==> config.mk <==
export PLATFORM = sky130hd
export DESIGN_NAME = sha1_block_hash
export DESIGN_NICKNAME = d
export VERILOG_FILES = /design/src/sv/sha1bh_pkg.sv /design/src/sv/sha1_block_hash.sv /design/src/sv/sha1bh_schedule.sv /design/src/sv/sha1bh_round.sv /design/src/sv/sha1bh_top_placeholder.sv
export SDC_FILE = /design/constraint.sdc
export NUM_CORES = 2
export LEC_CHECK = 0
export BUFFER_PORTS_ARGS = -buffer_cell sky130_fd_sc_hd__buf_2
export CAP_MARGIN = 10
export CORE_UTILIZATION = 55
export DETAILED_ROUTE_END_ITERATION = 7
export GPL_TIMING_DRIVEN = 0
export PLACE_DENSITY = 0.75
export SETUP_SLACK_MARGIN = 0.05
export SYNTH_ARGS = -nofsm -noshare
export SYNTH_HDL_FRONTEND = slang
export SYNTH_SLANG_ARGS = --single-unit
==> constraint.sdc <==
create_clock -name clk -period 38.6 [get_ports clk]
set_input_delay 1.93 -clock clk [delete_from_list [all_inputs] [get_ports clk]]
set_output_delay 1.93 -clock clk [all_outputs]
set_load 0.05 [all_outputs]
==> src/sv/sha1bh_pkg.sv <==
// Package for the SHA-1 block hash: word types, state and round-group codes,
// the initial chaining value and the round constants.
// No dependencies.
`default_nettype none

package sha1bh_pkg;

    typedef logic [31:0] word_t;
    typedef word_t [4:0] words5_t;

    typedef enum logic [1:0] {
        ST_LOAD,
        ST_ROUND,
        ST_FINISH
    } state_t;

    typedef enum logic [1:0] {
        GRP_CH,
        GRP_PARITY_LO,
        GRP_MAJ,
        GRP_PARITY_HI
    } round_grp_t;

    typedef struct packed {
        logic       load;
        logic       step;
        round_grp_t grp;
    } round_ctrl_t;

    localparam int unsigned BLOCK_WORDS = 16;
    localparam int unsigned ROUNDS      = 80;
    localparam int unsigned WORD_POS_W  = $clog2(BLOCK_WORDS);
    localparam int unsigned ROUND_CNT_W = $clog2(ROUNDS);

    localparam words5_t INIT_VALUE = {
        32'hC3D2E1F0, 32'h10325476, 32'h98BADCFE, 32'hEFCDAB89, 32'h67452301
    };

    localparam word_t K_GRP0 = 32'h5A827999;
    localparam word_t K_GRP1 = 32'h6ED9EBA1;
    localparam word_t K_GRP2 = 32'h8F1BBCDC;
    localparam word_t K_GRP3 = 32'hCA62C1D6;

endpackage

`default_nettype wire

==> src/sv/sha1_block_hash.sv <==
// SHA-1 block hash over an already padded message: each block of sixteen
// 32-bit words is taken in sixteen transfers, then compressed by one shared
// round unit over the 80 rounds and a final step that adds the result into
// the chaining words; input is stalled during the compression. The flags
// are taken from the sixteenth word of each block. After a last block the
// digest is held in an output register until transferred; the finishing
// step waits only if the previous digest has not yet left.
// Depends on sha1bh_pkg, sha1bh_schedule, sha1bh_round, sha1bh_out_stage.
`default_nettype none

module sha1_block_hash (
    input  wire logic               clk,
    input  wire logic               rst_n,
    input  wire logic               in_valid,
    output logic                    in_stall,
    input  wire sha1bh_pkg::word_t  message_word,
    input  wire logic               first_block,
    input  wire logic               last_block,
    output logic                    out_valid,
    input  wire logic               out_stall,
    output sha1bh_pkg::word_t       digest_a,
    output sha1bh_pkg::word_t       digest_b,
    output sha1bh_pkg::word_t       digest_c,
    output sha1bh_pkg::word_t       digest_d,
    output sha1bh_pkg::word_t       digest_e
);
    import sha1bh_pkg::*;

    state_t                 state_reg, state_next;
    logic [WORD_POS_W-1:0]  word_pos_reg, word_pos_next;
    logic [ROUND_CNT_W-1:0] round_cnt_reg, round_cnt_next;
    logic                   last_reg, last_next;
    words5_t                chain_reg, chain_next;
    words5_t                chain_sum;
    words5_t                round_load_value;
    words5_t                work;
    words5_t                digest;
    word_t                  w_word;
    round_ctrl_t            round_ctrl;
    logic                   in_xfer;
    logic                   block_full;
    logic                   out_push;
    logic                   out_can_push;

    sha1bh_schedule u_schedule (
        .clk       (clk),
        .load_en   (in_xfer),
        .load_word (message_word),
        .expand_en (round_ctrl.step),
        .w_out     (w_word)
    );

    sha1bh_round u_round (
        .clk        (clk),
        .ctrl       (round_ctrl),
        .load_value (round_load_value),
        .w_in       (w_word),
        .work       (work)
    );

    sha1bh_out_stage u_out (
        .clk        (clk),
        .rst_n      (rst_n),
        .push       (out_push),
        .push_value (chain_sum),
        .stall      (out_stall),
        .valid      (out_valid),
        .can_push   (out_can_push),
        .value      (digest)
    );

    always_comb
    begin
        in_stall = (state_reg != ST_LOAD);
        in_xfer = in_valid && !in_stall;
        block_full = in_xfer && (word_pos_reg == WORD_POS_W'(BLOCK_WORDS - 1));

        for (int i = 0; i < 5; i++)
        begin
            chain_sum[i] = chain_reg[i] + work[i];
        end
        round_load_value = first_block ? INIT_VALUE : chain_reg;

        if (round_cnt_reg < ROUND_CNT_W'(20))
        begin
            round_ctrl.grp = GRP_CH;
        end
        else if (round_cnt_reg < ROUND_CNT_W'(40))
        begin
            round_ctrl.grp = GRP_PARITY_LO;
        end
        else if (round_cnt_reg < ROUND_CNT_W'(60))
        begin
            round_ctrl.grp = GRP_MAJ;
        end
        else
        begin
            round_ctrl.grp = GRP_PARITY_HI;
        end
        round_ctrl.load = block_full;
        round_ctrl.step = (state_reg == ST_ROUND);

        state_next = state_reg;
        word_pos_next = word_pos_reg;
        round_cnt_next = round_cnt_reg;
        last_next = last_reg;
        chain_next = chain_reg;
        out_push = 1'b0;

        case (state_reg)
            ST_LOAD:
            begin
                if (in_xfer)
                begin
                    word_pos_next = word_pos_reg + WORD_POS_W'(1);
                end
                if (block_full)
                begin
                    last_next = last_block;
                    chain_next = round_load_value;
                    state_next = ST_ROUND;
                end
            end
            ST_ROUND:
            begin
                if (round_cnt_reg == ROUND_CNT_W'(ROUNDS - 1))
                begin
                    round_cnt_next = '0;
                    state_next = ST_FINISH;
                end
                else
                begin
                    round_cnt_next = round_cnt_reg + ROUND_CNT_W'(1);
                end
            end
            ST_FINISH:
            begin
                if (!last_reg || out_can_push)
                begin
                    out_push = last_reg;
                    chain_next = chain_sum;
                    state_next = ST_LOAD;
                end
            end
            default:
            begin
                state_next = ST_LOAD;
            end
        endcase

        digest_a = digest[0];
        digest_b = digest[1];
        digest_c = digest[2];
        digest_d = digest[3];
        digest_e = digest[4];
    end

    always_ff @(posedge clk or negedge rst_n)
    begin
        if (!rst_n)
        begin
            state_reg <= ST_LOAD;
            word_pos_reg <= '0;
            round_cnt_reg <= '0;
            last_reg <= 1'b0;
            chain_reg <= INIT_VALUE;
        end
        else
        begin
            state_reg <= state_next;
            word_pos_reg <= word_pos_next;
            round_cnt_reg <= round_cnt_next;
            last_reg <= last_next;
            chain_reg <= chain_next;
        end
    end

    a_new_digest_after_finish: assert property (
        @(posedge clk) disable iff (!rst_n)
        $rose(out_valid) |-> $past(state_reg == ST_FINISH) && $past(last_reg)
    ) else $error("digest appeared without a finished last block");

    a_round_count_in_range: assert property (
        @(posedge clk) disable iff (!rst_n)
        round_cnt_reg <= ROUND_CNT_W'(ROUNDS - 1)
    ) else $error("round counter out of range");

    a_word_pos_clear_outside_load: assert property (
        @(posedge clk) disable iff (!rst_n)
        (state_reg != ST_LOAD) |-> (word_pos_reg == '0) && (round_cnt_reg == '0 ||
            state_reg == ST_ROUND)
    ) else $error("counters not idle outside their phase");

endmodule

`default_nettype wire

==> src/sv/sha1bh_schedule.sv <==
// Message schedule of the SHA-1 block hash: a 16-word shift line that takes
// the block words and then produces the expanded words, one per round.
// Depends on sha1bh_pkg.
`default_nettype none

module sha1bh_schedule (
    input  wire logic           clk,
    input  wire logic           load_en,
    input  wire sha1bh_pkg::word_t load_word,
    input  wire logic           expand_en,
    output sha1bh_pkg::word_t   w_out
);
    import sha1bh_pkg::*;

    word_t ring_reg [BLOCK_WORDS];
    word_t mix;
    word_t shift_in;

    // The oldest entry is the word used in the current round.
    always_comb
    begin
        mix = ring_reg[BLOCK_WORDS-1] ^ ring_reg[BLOCK_WORDS-3]
            ^ ring_reg[BLOCK_WORDS-9] ^ ring_reg[BLOCK_WORDS-14];
        shift_in = load_en ? load_word : {mix[30:0], mix[31]};
        w_out = ring_reg[BLOCK_WORDS-1];
    end

    always_ff @(posedge clk)
    begin
        if (load_en || expand_en)
        begin
            ring_reg[0] <= shift_in;
            for (int i = 1; i < BLOCK_WORDS; i++)
            begin
                ring_reg[i] <= ring_reg[i-1];
            end
        end
    end

endmodule

`default_nettype wire

==> src/sv/sha1bh_round.sv <==
// Round unit of the SHA-1 block hash: the five working words and the shared
// round logic that advances them by one round per step.
// Depends on sha1bh_pkg.
`default_nettype none

module sha1bh_round (
    input  wire logic                    clk,
    input  wire sha1bh_pkg::round_ctrl_t ctrl,
    input  wire sha1bh_pkg::words5_t     load_value,
    input  wire sha1bh_pkg::word_t       w_in,
    output sha1bh_pkg::words5_t          work
);
    import sha1bh_pkg::*;

    words5_t work_reg;
    words5_t work_next;
    word_t   a, b, c, d, e;
    word_t   f;
    word_t   k;

    always_comb
    begin
        a = work_reg[0];
        b = work_reg[1];
        c = work_reg[2];
        d = work_reg[3];
        e = work_reg[4];
        case (ctrl.grp)
            GRP_CH:
            begin
                f = (b & c) | (~b & d);
                k = K_GRP0;
            end
            GRP_PARITY_LO:
            begin
                f = b ^ c ^ d;
                k = K_GRP1;
            end
            GRP_MAJ:
            begin
                f = (b & c) | (b & d) | (c & d);
                k = K_GRP2;
            end
            default:
            begin
                f = b ^ c ^ d;
                k = K_GRP3;
            end
        endcase
        work_next[0] = {a[26:0], a[31:27]} + f + e + k + w_in;
        work_next[1] = a;
        work_next[2] = {b[1:0], b[31:2]};
        work_next[3] = c;
        work_next[4] = d;
        work = work_reg;
    end

    always_ff @(posedge clk)
    begin
        if (ctrl.load)
        begin
            work_reg <= load_value;
        end
        else if (ctrl.step)
        begin
            work_reg <= work_next;
        end
    end

endmodule

`default_nettype wire

==> src/sv/sha1bh_top_placeholder.sv <==
// Digest output stage of the SHA-1 block hash: holds one digest until the
// output transfer completes, so the next block can load meanwhile.
// Depends on sha1bh_pkg.
`default_nettype none

module sha1bh_out_stage (
    input  wire logic                clk,
    input  wire logic                rst_n,
    input  wire logic                push,
    input  wire sha1bh_pkg::words5_t push_value,
    input  wire logic                stall,
    output logic                     valid,
    output logic                     can_push,
    output sha1bh_pkg::words5_t      value
);
    import sha1bh_pkg::*;

    logic    valid_reg;
    logic    valid_next;
    words5_t value_reg;

    always_comb
    begin
        can_push = !valid_reg || !stall;
        valid_next = valid_reg && stall;
        if (push && can_push)
        begin
            valid_next = 1'b1;
        end
        valid = valid_reg;
        value = value_reg;
    end

    always_ff @(posedge clk or negedge rst_n)
    begin
        if (!rst_n)
        begin
            valid_reg <= 1'b0;
        end
        else
        begin
            valid_reg <= valid_next;
        end
    end

    always_ff @(posedge clk)
    begin
        if (push && can_push)
        begin
            value_reg <= push_value;
        end
    end

endmodule

`default_nettype wire

==> summary by stage <==
Clock network
In this run, post-CTS hold repair placed 0 buffers. Counting the buffers created by CTS gives 100. The clock latency of the later-clocked register in the worst-skew pair is 720 ps. The maximum buffer depth of the clock tree is 3. After clock tree synthesis, the clock-pin slew on the worst setup and hold paths is 70 ps. The root buffer selected by CTS is sky130_fd_sc_hd__clkbuf_16. TritonCTS built the clock tree.

The number of sinks driven by the clock tree is 1007. In this run the number of H-tree levels came out at 3. Post-CTS timing repair inserted 0 buffers for setup. The post-cts repair resize count is 0.

Yosys
In this run the cell area of the synthesized design comes to 48700 um^2. The average footprint of a synthesized cell is roughly 13 um^2. Counting instances in the post-synthesis netlist gives the leading cell types as sky130_fd_sc_hd__edfxtp_1 (832), sky130_fd_sc_hd__o21ai_0 (367), sky130_fd_sc_hd__inv_1 (316). In the post-synthesis netlist, the biggest area contributors are sky130_fd_sc_hd__edfxtp_1 (51%), sky130_fd_sc_hd__fa_1 (5.1%), sky130_fd_sc_hd__ha_1 (5.1%), sky130_fd_sc_hd__dfrtp_1 (4.9%), sky130_fd_sc_hd__dfstp_2 (4.3%). The most numerous cell in the Yosys netlist is sky130_fd_sc_hd__edfxtp_1.

Counting flops with a built-in enable in the synthesized netlist gives around 830. In this run, synthesis produced a sequential element count of approximately 1.0k. The post-synthesis net count is around 4k.

During synthesis, Yosys emitted a total of 0 warnings. The sequential element share of the synthesized area is 0.606. The largest total area in the synthesized netlist belongs to sky130_fd_sc_hd__edfxtp_1.

The area fraction of the dominant cell type after synthesis is 0.514. In the synthesized netlist the async set-or-reset flop fraction comes to 0.174. The count of different cell masters after synthesis is 92. After technology mapping, the gate count stands at 3759. The main flop type after synthesis is sky130_fd_sc_hd__edfxtp_1.

Worst setup path
The critical path contains buffers and inverters numbering 8 combined. STA puts the critical path data required time at approximately 40000 ps. The maximum cell stage delay along the critical path is 780 ps. Of all nets on the critical path, the largest fanout is 14.

The endpoint identified for the worst register-to-register timing path is u_round.a[29]$_DFFE_PP_. The kind of cell adding the most delay to the critical path is adder cells. The worst register-to-register path has a setup slack of a little under 30000 ps. For the worst flop-to-flop path, the logic depth is 25.

STA classifies the critical path startpoint as a flip-flop. The worst register-to-register path begins at round_cnt_reg[5]$_DFFE_PN0P_. The library cell contributing the largest single delay on the critical path is sky130_fd_sc_hd__buf_1. For the worst setup path, the data arrival time is just over 9000 ps. The endpoint type of the worst setup path is a flip-flop. The critical setup path kind is flip-flop to flip-flop.

Route
For this block, wires on met1 add up to 56800 um. The detailed-routed wire length on met3 is roughly 12000 um. Wire segments on met2 add up to approximately 63000 um in the final route. The number of detailed-routing iterations run before antenna repair is 8.

The DRC violations left is 0. In this run the remaining antenna-violating nets after routing total 0. The highest layer touched by signal routing is met4.

Wires add up to around 140000 um. The routed wire length per instance is roughly 26 um. Across all layers, the routed design uses about 33k vias.

The detailed router's first-iteration violation count is ~3.5k. The average via count per standard cell is 6.12.

Timing
Based on the critical path, the design can be clocked at up to ~110 MHz. In this run the tightest slew margin relative to its limit is 0.0922. The total of endpoints with negative setup slack in the final report is 0.

The share of the clock period used by the worst path after layout is 0.230. Adding up every negative setup slack in the final design gives 0 ps. The shortest period the worst path allows is 8870 ps. The final number of hold-violating endpoints came to 0.

Between clock sinks in the finished design, the worst skew comes to between 40 and 50 ps. The number of slew-limit violations in the final report came to 0. The transition time at the pin with the least slew margin is 1360 ps. Setup repair after global routing left no endpoint under its margin.

Floorplanning
The floorplan has roughly 110 rows. Measured along the x axis, the die boundary spans 299 um. The number of ports placed on the die boundary is 200. The initial utilization of the core area, before any placement, comes to 0.558. The vertical die dimension is ~300 um. The floorplan core area is a little under 90000 um^2. The area of the die is around 90000 um^2.

Placed design
The placed cell count is 5138. Routability-driven placement finished with a final weighted congestion of around 1.0. The half-perimeter wire length after detailed placement is around 110000 um. Buffers placed on the I/O ports in this run total 198.

Finish
The number of inserted filler cells in the final layout is approximately 6.5k. Of the cells placed in the final design, the portion with a size suffix greater than 1 is 0.125. The area of the multi-input gates is around 18000 um^2.

The number of flip-flops in the largest register is ~510. The post-route core utilization is 0.634. For this run, the post-layout net count is 4448. In the final layout, flip-flops and latches occupy slightly below 30000 um^2.

Compared with the post-synthesis result, the final layout area differs by 13.6%. Excluding fillers, the count of instances in the completed layout stands at about 5.3k.

Global routing
For this run, the total global-route usage over all layers was measured as 0.313. The number of global-route vias before repair is ~32k. Entering global routing, the biggest net connects 96 pins. The first-pass GRT wire length is ~200000 um. The number of antenna violations at the first check in global routing came to 3. Summed over all layers, the global routing overflow is 0.

Hold path
The worst hold path stage count is 0. The launch instance of the worst min-delay path is u_schedule.ring_reg[1][120]$_DFFE_PP_. The terminating pin of the worst hold path is u_schedule.ring_reg[1][152]$_DFFE_PP_.

The kind of path behind the tightest hold check is flip-flop to flip-flop.

Run status
The run finished with clean final reports.

Job
The max-cap violation count is 0.
==> kinds of logic (layout without fill, tap and decap cells) <==
group | Yosys count | count (layout) | share of synthesized area
AO/OA/AOI/OAI | 981 | 981 | 0.131
XOR/XNOR | 258 | 258 | 0.0464
adder cells (fa/ha/maj) | 324 | 324 | 0.103
buffers and inverters | 449 | 863 | 0.0350
flip-flops | 1007 | 1007 | 0.606
multiplexers | 38 | 38 | 0.00795
other | 0 | 2 | 0
AND/OR/NAND/NOR | 702 | 702 | 0.0712
==> cells in the final DEF, fill, tap and decap left out, drive strengths merged, types with 26 or more instances in the layout <==
cell type    n
nand3b      82
o22a        71
dfstp       80
ha         198
xnor2      193
a21o        74
edfxtp     832
buf        239
a21oi      160
o21ai      374
clkbuf     236
inv        324
nor3        41
xor2        65
fa         125
clkinv      42
nand3       39
mux2i       33
nand2      270
nand4       33
dfrtp       95
nor2       119
a211oi      26
a22o        51
o21a        28
==> per-stage QoR <==
step	setup WS (ps)	cell area, um^2	hold slack (ps)
final	29730	55200	398
after global routing	29490	55200	400
after CTS	29980	55200	398
after detailed placement	30000	51700	405
after global placement	5080	51100	400
after floorplan	12790	48700	400
==> layer usage <==
metal	GRT usage	vias up
met1	0.429	16200
met3	0.0610	358
met5	0	-
li1	-	14500
met4	0.156	0
met2	0.480	1600
==> worst max path at each step <==
stage	startpoint	end	slack (ps)	depth (start not counted)
after floorplan	in_valid	u_schedule.ring_reg[0][0]$_DFFE_PP_	12790	2
after CTS	round_cnt_reg[5]$_DFFE_PN0P_	u_round.a[29]$_DFFE_PP_	29980	25
after global placement	in_valid	u_schedule.ring_reg[1][240]$_DFFE_PP_	5080	3
final	round_cnt_reg[5]$_DFFE_PN0P_	u_round.a[29]$_DFFE_PP_	29730	25
after detailed placement	round_cnt_reg[5]$_DFFE_PN0P_	u_round.a[29]$_DFFE_PP_	30000	25
after global routing	round_cnt_reg[5]$_DFFE_PN0P_	u_round.a[30]$_DFFE_PP_	29490	28
==> area by class of cell <==
class	instances	area share
Sequential cell	1007	0.533
Multi-Input combinational cell	2303	0.317
Clock buffer	118	0.0471
Timing Repair Buffer	226	0.0293
Tap cell	1155	0.0262
Inverter	318	0.0216
Clock inverter	70	0.0163
Buffer	131	0.00924
Antenna cell	2	0.0000906
Power is not shown: default switching activity piles up to over one toggle a cycle in this logic, so the estimate is an artifact.
